`src/hw/rtl/acmac_pkg.sv`:
```
// Shared constants, types and functions for the AES-128 CMAC tag block.
// Used by acmac_ram and aes128_cmac_tag.
package acmac_pkg;

   localparam int WORD_W     = 64;
   localparam int RK_DEPTH   = 22;
   localparam int CNT_W      = 5;

   localparam logic [0:0] CSR_KEY_HIGH = 1'b0;
   localparam logic [0:0] CSR_KEY_LOW  = 1'b1;

   localparam logic [7:0] GF128_POLY = 8'h87;
   localparam logic [7:0] PAD_BYTE   = 8'h80;

   typedef logic [127:0] block_type;

   function automatic logic [7:0] sbox(input logic [7:0] x);
      logic [7:0] r;
      case (x)
         8'h00: r=8'h63; 8'h01: r=8'h7c; 8'h02: r=8'h77; 8'h03: r=8'h7b;
         8'h04: r=8'hf2; 8'h05: r=8'h6b; 8'h06: r=8'h6f; 8'h07: r=8'hc5;
         8'h08: r=8'h30; 8'h09: r=8'h01; 8'h0a: r=8'h67; 8'h0b: r=8'h2b;
         8'h0c: r=8'hfe; 8'h0d: r=8'hd7; 8'h0e: r=8'hab; 8'h0f: r=8'h76;
         8'h10: r=8'hca; 8'h11: r=8'h82; 8'h12: r=8'hc9; 8'h13: r=8'h7d;
         8'h14: r=8'hfa; 8'h15: r=8'h59; 8'h16: r=8'h47; 8'h17: r=8'hf0;
         8'h18: r=8'had; 8'h19: r=8'hd4; 8'h1a: r=8'ha2; 8'h1b: r=8'haf;
         8'h1c: r=8'h9c; 8'h1d: r=8'ha4; 8'h1e: r=8'h72; 8'h1f: r=8'hc0;
         8'h20: r=8'hb7; 8'h21: r=8'hfd; 8'h22: r=8'h93; 8'h23: r=8'h26;
         8'h24: r=8'h36; 8'h25: r=8'h3f; 8'h26: r=8'hf7; 8'h27: r=8'hcc;
         8'h28: r=8'h34; 8'h29: r=8'ha5; 8'h2a: r=8'he5; 8'h2b: r=8'hf1;
         8'h2c: r=8'h71; 8'h2d: r=8'hd8; 8'h2e: r=8'h31; 8'h2f: r=8'h15;
         8'h30: r=8'h04; 8'h31: r=8'hc7; 8'h32: r=8'h23; 8'h33: r=8'hc3;
         8'h34: r=8'h18; 8'h35: r=8'h96; 8'h36: r=8'h05; 8'h37: r=8'h9a;
         8'h38: r=8'h07; 8'h39: r=8'h12; 8'h3a: r=8'h80; 8'h3b: r=8'he2;
         8'h3c: r=8'heb; 8'h3d: r=8'h27; 8'h3e: r=8'hb2; 8'h3f: r=8'h75;
         8'h40: r=8'h09; 8'h41: r=8'h83; 8'h42: r=8'h2c; 8'h43: r=8'h1a;
         8'h44: r=8'h1b; 8'h45: r=8'h6e; 8'h46: r=8'h5a; 8'h47: r=8'ha0;
         8'h48: r=8'h52; 8'h49: r=8'h3b; 8'h4a: r=8'hd6; 8'h4b: r=8'hb3;
         8'h4c: r=8'h29; 8'h4d: r=8'he3; 8'h4e: r=8'h2f; 8'h4f: r=8'h84;
         8'h50: r=8'h53; 8'h51: r=8'hd1; 8'h52: r=8'h00; 8'h53: r=8'hed;
         8'h54: r=8'h20; 8'h55: r=8'hfc; 8'h56: r=8'hb1; 8'h57: r=8'h5b;
         8'h58: r=8'h6a; 8'h59: r=8'hcb; 8'h5a: r=8'hbe; 8'h5b: r=8'h39;
         8'h5c: r=8'h4a; 8'h5d: r=8'h4c; 8'h5e: r=8'h58; 8'h5f: r=8'hcf;
         8'h60: r=8'hd0; 8'h61: r=8'hef; 8'h62: r=8'haa; 8'h63: r=8'hfb;
         8'h64: r=8'h43; 8'h65: r=8'h4d; 8'h66: r=8'h33; 8'h67: r=8'h85;
         8'h68: r=8'h45; 8'h69: r=8'hf9; 8'h6a: r=8'h02; 8'h6b: r=8'h7f;
         8'h6c: r=8'h50; 8'h6d: r=8'h3c; 8'h6e: r=8'h9f; 8'h6f: r=8'ha8;
         8'h70: r=8'h51; 8'h71: r=8'ha3; 8'h72: r=8'h40; 8'h73: r=8'h8f;
         8'h74: r=8'h92; 8'h75: r=8'h9d; 8'h76: r=8'h38; 8'h77: r=8'hf5;
         8'h78: r=8'hbc; 8'h79: r=8'hb6; 8'h7a: r=8'hda; 8'h7b: r=8'h21;
         8'h7c: r=8'h10; 8'h7d: r=8'hff; 8'h7e: r=8'hf3; 8'h7f: r=8'hd2;
         8'h80: r=8'hcd; 8'h81: r=8'h0c; 8'h82: r=8'h13; 8'h83: r=8'hec;
         8'h84: r=8'h5f; 8'h85: r=8'h97; 8'h86: r=8'h44; 8'h87: r=8'h17;
         8'h88: r=8'hc4; 8'h89: r=8'ha7; 8'h8a: r=8'h7e; 8'h8b: r=8'h3d;
         8'h8c: r=8'h64; 8'h8d: r=8'h5d; 8'h8e: r=8'h19; 8'h8f: r=8'h73;
         8'h90: r=8'h60; 8'h91: r=8'h81; 8'h92: r=8'h4f; 8'h93: r=8'hdc;
         8'h94: r=8'h22; 8'h95: r=8'h2a; 8'h96: r=8'h90; 8'h97: r=8'h88;
         8'h98: r=8'h46; 8'h99: r=8'hee; 8'h9a: r=8'hb8; 8'h9b: r=8'h14;
         8'h9c: r=8'hde; 8'h9d: r=8'h5e; 8'h9e: r=8'h0b; 8'h9f: r=8'hdb;
         8'ha0: r=8'he0; 8'ha1: r=8'h32; 8'ha2: r=8'h3a; 8'ha3: r=8'h0a;
         8'ha4: r=8'h49; 8'ha5: r=8'h06; 8'ha6: r=8'h24; 8'ha7: r=8'h5c;
         8'ha8: r=8'hc2; 8'ha9: r=8'hd3; 8'haa: r=8'hac; 8'hab: r=8'h62;
         8'hac: r=8'h91; 8'had: r=8'h95; 8'hae: r=8'he4; 8'haf: r=8'h79;
         8'hb0: r=8'he7; 8'hb1: r=8'hc8; 8'hb2: r=8'h37; 8'hb3: r=8'h6d;
         8'hb4: r=8'h8d; 8'hb5: r=8'hd5; 8'hb6: r=8'h4e; 8'hb7: r=8'ha9;
         8'hb8: r=8'h6c; 8'hb9: r=8'h56; 8'hba: r=8'hf4; 8'hbb: r=8'hea;
         8'hbc: r=8'h65; 8'hbd: r=8'h7a; 8'hbe: r=8'hae; 8'hbf: r=8'h08;
         8'hc0: r=8'hba; 8'hc1: r=8'h78; 8'hc2: r=8'h25; 8'hc3: r=8'h2e;
         8'hc4: r=8'h1c; 8'hc5: r=8'ha6; 8'hc6: r=8'hb4; 8'hc7: r=8'hc6;
         8'hc8: r=8'he8; 8'hc9: r=8'hdd; 8'hca: r=8'h74; 8'hcb: r=8'h1f;
         8'hcc: r=8'h4b; 8'hcd: r=8'hbd; 8'hce: r=8'h8b; 8'hcf: r=8'h8a;
         8'hd0: r=8'h70; 8'hd1: r=8'h3e; 8'hd2: r=8'hb5; 8'hd3: r=8'h66;
         8'hd4: r=8'h48; 8'hd5: r=8'h03; 8'hd6: r=8'hf6; 8'hd7: r=8'h0e;
         8'hd8: r=8'h61; 8'hd9: r=8'h35; 8'hda: r=8'h57; 8'hdb: r=8'hb9;
         8'hdc: r=8'h86; 8'hdd: r=8'hc1; 8'hde: r=8'h1d; 8'hdf: r=8'h9e;
         8'he0: r=8'he1; 8'he1: r=8'hf8; 8'he2: r=8'h98; 8'he3: r=8'h11;
         8'he4: r=8'h69; 8'he5: r=8'hd9; 8'he6: r=8'h8e; 8'he7: r=8'h94;
         8'he8: r=8'h9b; 8'he9: r=8'h1e; 8'hea: r=8'h87; 8'heb: r=8'he9;
         8'hec: r=8'hce; 8'hed: r=8'h55; 8'hee: r=8'h28; 8'hef: r=8'hdf;
         8'hf0: r=8'h8c; 8'hf1: r=8'ha1; 8'hf2: r=8'h89; 8'hf3: r=8'h0d;
         8'hf4: r=8'hbf; 8'hf5: r=8'he6; 8'hf6: r=8'h42; 8'hf7: r=8'h68;
         8'hf8: r=8'h41; 8'hf9: r=8'h99; 8'hfa: r=8'h2d; 8'hfb: r=8'h0f;
         8'hfc: r=8'hb0; 8'hfd: r=8'h54; 8'hfe: r=8'hbb; 8'hff: r=8'h16;
         default: r = 8'h00;
      endcase
      return r;
   endfunction

   function automatic logic [7:0] xtime(input logic [7:0] x);
      return {x[6:0], 1'b0} ^ (x[7] ? 8'h1b : 8'h00);
   endfunction

   // byte i of the block sits at bits [127-8i -: 8]
   function automatic logic [7:0] byte_at(input block_type b, input int i);
      return b[127 - 8 * i -: 8];
   endfunction

   // SubBytes, ShiftRows and, unless last round, MixColumns
   function automatic block_type aes_round(input block_type s, input logic last);
      block_type t;
      block_type o;
      logic [7:0] a0, a1, a2, a3;
      for (int i = 0; i < 16; i++) begin
         t[127 - 8 * i -: 8] = sbox(byte_at(s, (i % 4) + 4 * (((i / 4) + (i % 4)) % 4)));
      end
      for (int c = 0; c < 4; c++) begin
         a0 = byte_at(t, 4 * c);
         a1 = byte_at(t, 4 * c + 1);
         a2 = byte_at(t, 4 * c + 2);
         a3 = byte_at(t, 4 * c + 3);
         o[127 - 32 * c -: 8]  = xtime(a0) ^ xtime(a1) ^ a1 ^ a2 ^ a3;
         o[119 - 32 * c -: 8]  = a0 ^ xtime(a1) ^ xtime(a2) ^ a2 ^ a3;
         o[111 - 32 * c -: 8]  = a0 ^ a1 ^ xtime(a2) ^ xtime(a3) ^ a3;
         o[103 - 32 * c -: 8]  = xtime(a0) ^ a0 ^ a1 ^ a2 ^ xtime(a3);
      end
      return last ? t : o;
   endfunction

   // next round key from the previous one
   function automatic block_type key_step(input block_type k, input logic [7:0] rc);
      logic [31:0] w0, w1, w2, w3, t;
      w0 = k[127:96];
      w1 = k[95:64];
      w2 = k[63:32];
      w3 = k[31:0];
      t = {sbox(w3[23:16]) ^ rc, sbox(w3[15:8]), sbox(w3[7:0]), sbox(w3[31:24])};
      w0 = w0 ^ t;
      w1 = w1 ^ w0;
      w2 = w2 ^ w1;
      w3 = w3 ^ w2;
      return {w0, w1, w2, w3};
   endfunction

   function automatic logic [7:0] rcon(input logic [3:0] r);
      logic [7:0] v;
      case (r)
         4'd1: v = 8'h01; 4'd2: v = 8'h02; 4'd3: v = 8'h04; 4'd4: v = 8'h08;
         4'd5: v = 8'h10; 4'd6: v = 8'h20; 4'd7: v = 8'h40; 4'd8: v = 8'h80;
         4'd9: v = 8'h1b; 4'd10: v = 8'h36;
         default: v = 8'h00;
      endcase
      return v;
   endfunction

   function automatic block_type dbl128(input block_type x);
      return {x[126:0], 1'b0} ^ {120'd0, (x[127] ? GF128_POLY : 8'h00)};
   endfunction

endpackage

```
`src/hw/rtl/acmac_ram.sv`:
```
// Generic single-port synchronous RAM, registered read.
// Depends on acmac_pkg for the default geometry.
module acmac_ram
   import acmac_pkg::*;
#(
   parameter int WIDTH = 2 * WORD_W,
   parameter int DEPTH = RK_DEPTH / 2
) (
   input  logic                     clock,
   input  logic                     wr_en,
   input  logic [$clog2(DEPTH)-1:0] addr,
   input  logic [WIDTH-1:0]         wr_data,
   output logic [WIDTH-1:0]         rd_data
);
   logic [WIDTH-1:0] mem [DEPTH];

   always_ff @(posedge clock) begin
      if (wr_en) begin
         mem[addr] <= wr_data;
      end
      rd_data <= mem[addr];
   end
endmodule
```
`config.mk`:
```
export PLATFORM = sky130hd
export DESIGN_NAME = acmac_ram
export DESIGN_NICKNAME = d
export VERILOG_FILES = /design/src/hw/rtl/acmac_pkg.sv /design/src/hw/rtl/acmac_ram.sv
export SDC_FILE = /design/constraint.sdc
export NUM_CORES = 1
export LEC_CHECK = 0
export BUFFER_PORTS_ARGS = -buffer_cell sky130_fd_sc_hd__buf_2
export CELL_PAD_IN_SITES_DETAIL_PLACEMENT = 0
export CELL_PAD_IN_SITES_GLOBAL_PLACEMENT = 2
export CORE_MARGIN = 4
export CORE_UTILIZATION = 40
export CTS_BUF_LIST = sky130_fd_sc_hd__clkbuf_8
export DETAILED_ROUTE_END_ITERATION = 8
export PLACE_DENSITY_LB_ADDON = 0.2
export SLEW_MARGIN = 30
export SYNTH_ARGS = -nofsm -noshare
export SYNTH_HDL_FRONTEND = slang
export SYNTH_SLANG_ARGS = --single-unit
```
`constraint.sdc`:
```
create_clock -name clock -period 18.7 [get_ports clock]
set_input_delay 3.74 -clock clock [delete_from_list [all_inputs] [get_ports clock]]
set_output_delay 3.74 -clock clock [all_outputs]
set_load 0.1 [all_outputs]
```
==> metrics.md <==
| Metric | Value |
|---|---|
| Number of max-capacitance violations reported | 0 |
| Synth top area cells | sky130_fd_sc_hd__edfxtp_1 72%, sky130_fd_sc_hd__mux2_2 6.6%, sky130_fd_sc_hd__dfxtp_1 4.4%, sky130_fd_sc_hd__mux2i_1 4.4%, sky130_fd_sc_hd__o31ai_2 2.7% |
| Maximum number of buffers from clock root to sink | 4 |
| Count of hold-fix buffers inserted at cts | 0 |
| Share of post-route cells with drive strength above 1 | 0.3154 |
| Status | completed |
| Most numerous cell types in the synthesized netlist | 1408 x sky130_fd_sc_hd__edfxtp_1, 342 x sky130_fd_sc_hd__mux2_2, 256 x sky130_fd_sc_hd__mux2i_1 |
| DPL Wire Length | 71460 um |
| Horiz. Die Dim | 389.9 um |
| Final worst slack | 12.13 ns |
| Floorplan core area | 144200 um2 |
| Data arrival, critical path | 7.35 ns |
| Synth top area share | 0.7248 |
| Min-delay worst type | reg2reg |
| Seq/Total Area, Yosys | 0.7688 |
| DRC Markers | 0 |
| Net switching power | 1.784 mW |
| Leakage power total | 22.86 nW |
| Number of synthesized flops with an enable pin | 1408 |
| Max IR drop VDD | 0.00004500 V |
| Number of buffers inserted to repair setup after CTS | 0 |
| Global-route usage over all layers | 0.1885 |
| Deepest level of the CTS H-tree | 5 |
| Die footprint | 152000 um2 |
| First-pass iteration count of the detailed router | 5 |
| Post-synth design cell area | 58330 um2 |
| P_int | 5.586 mW |
| Area growth syn-to-layout | 14.46% |
| Largest net degree at the start of global routing | 146 |
| Kind of end point of the critical path | register |
| Final Cycle Share | 0.3512 |
| Final setup vio count | 0 |
| Worst slack at placement | 11.11 ns |
| Insertion delay to the later sink of the worst-skew pair | 0.95 ns |
| Total clock buffers created by CTS | 280 |
| Max Transition Viols Final | 0 |
| Headroom to the max-slew limit | 0.3174 |
| Nature of the critical path startpoint | input pin |
| Vias post-DR | 29.52k |
| Time the worst path needs with I/O delays and setup | 6.568 ns |
| Post-layout instance count excluding filler cells | 5566 |
| Power density over the cells | 110.4 nW/um2 |
| Clock transition time at the flip-flop clock pins of the worst setup and hold paths | 0.06 ns |
| Count of warnings emitted by yosys | 0 |
| Transition time at the pin with the least slew margin | 1.024 ns |
| Post-synthesis async set-or-reset flop share | 0 |
| Setup TNS | 0 ns |
| RSZ-0062 raised after global routing | no |
| Layout net count | 3579 |
| Part of the power in the clock network | 0.395 |
| Count of buffers from port buffering | 261 |
| Total number of placement rows | 139 |
| Post-route clock skew | 0.03834 ns |
| Cells after DPL | 5064 |
| Hold Vio Cnt, Final | 0 |
| Global-route wire length before repair | 210000 um |
| Sequential cell fraction of total power | 0.525 |
| Residual overflow from global routing | 0 |
| Detailed-route wire length per cell | 26.02 um |
| CTS tree | built |
| Most frequent cell after synthesis | sky130_fd_sc_hd__edfxtp_1 |
| Routed wire length | 144800 um |
| Number of instances in the synthesized netlist | 3023 |
| Flip-flop and latch count after synthesis | 1536 |
| CTS-repair resized insts | 0 |
| Number of top-level pins | 262 |
| Final total power | 7.370 mW |
| Max Clock Freq | 152.3 MHz |
| Combinational cell fraction of total power | 0.080 |
| Kind of critical path | in2reg |
| Largest area contributor in the netlist | sky130_fd_sc_hd__edfxtp_1 |
| Crit path max fanout | 145 |
| Data required time at the worst endpoint | 19.49 ns |
| Sinks on the clock net | 1536 |
| Post-synth cell types | 22 |
| Routability cong. | 0.7215 |
| Synth Net Count | 3157 |
| DRC violation total after the first TritonRoute iteration | 1860 |
| Switching Share | 0.2421 |
| Number of nets still failing antenna checks after routing | 0 |
| Antenna violations before repair | 45 |
| Effective utilization at floorplan | 0.4046 |
| Syn Area/Cell | 19.30 um2 |
| Vias in the first global route | 31.08k |
| Dominant register cell in the synthesized netlist | sky130_fd_sc_hd__edfxtp_1 |
| CTS root buffer | sky130_fd_sc_hd__clkbuf_8 |
| Via density per instance | 5.304 |
| Die H | 389.9 um |
-- power groups by stage --
| stage | clock (mW) | sequential (mW) | combinational, mW |
|---|---|---|---|
| after global placement | 0 | 3.94 | 0.584 |
| after floorplan | 0 | 4.14 | 0.227 |
| after CTS | 3.01 | 3.87 | 0.594 |
| after detailed placement | 0 | 3.94 | 0.593 |
| after global routing | 3.19 | 3.88 | 0.620 |
| final | 2.91 | 3.87 | 0.587 |
-- path summary, 6_finish.rpt --
check,startpoint,end,slack [ns],cells past startpoint
worst max-delay path,addr[0],rd_data[32],12.13,7
worst min register to register,mem[10][8],rd_data[8],0.58,3
worst min-delay path,mem[10][8],rd_data[8],0.58,3
worst max register to register,mem[3][101],rd_data[101],17.43,3
-- cells in the final DEF (no fill, tap or decap), drive strengths merged, types with 17 or more instances in the layout --
cell,count
o31ai,128
nand2b,131
clkinv,35
o22ai,128
mux2i,256
o211ai,128
edfxtp,1408
mux2,384
a22o,128
dfxtp,128
clkbuf,308
buf,326
diode,17
inv,127
-- per-layer routing --
metal / wire length, um / global-route usage / up-vias / share of wire
li1: - / - / 13100 / -
met1: 63910 / 0.2526 / 15340 / 0.44
met2: 69020 / 0.3033 / 809 / 0.48
met3: 9083 / 0.05149 / 246 / 0.063
met4: 2643 / 0.05311 / 24 / 0.018
met5: 141 / 0 / - / 0.00097
-- through the flow --
step           utilization  instance area [um2]  hold slack, ns
6_report            0.4631                66760          0.5771
5_1_grt             0.4628                66730          0.6089
4_1_cts             0.4624                66670          0.5693
3_5_place_dp        0.4268                61540          0.5748
3_3_place_gp        0.4264                61470          0.5655
2_1_floorplan            -                58330          0.5551
-- state kept, by name, summed over array words and instances (netlist names) --
name,count
mem,1408
rd_data,128
-- cell type report --
type                            instances  area (um2)
Fill cell                           12240       77410
Sequential cell                      1536       44840
Multi-Input combinational cell       1301       12390
Clock buffer                          308        4239
Tap cell                             1903        2381
Timing Repair Buffer                  326        1974
Clock inverter                        175       892.1
Antenna cell                           17       42.54
-- cell families after synthesis --
kind of cell	after synthesis	synth area share
muxes	640	0.1181
DFF	1536	0.7688
buffers and inverters	186	0.02076
AOI/OAI and AO/OA	512	0.07688
and+or+nand+nor	149	0.01553
-- worst max-delay path, stage by stage --
cell	delay, ns
sky130_fd_sc_hd__buf_8	0.44
sky130_fd_sc_hd__buf_4	0.81
sky130_fd_sc_hd__buf_12	0.70
sky130_fd_sc_hd__buf_6	0.69
sky130_fd_sc_hd__mux2_2	0.41
sky130_fd_sc_hd__o211ai_1	0.19
sky130_fd_sc_hd__o31ai_2	0.11
No activity file was read; power rests on OpenSTA's default activity.
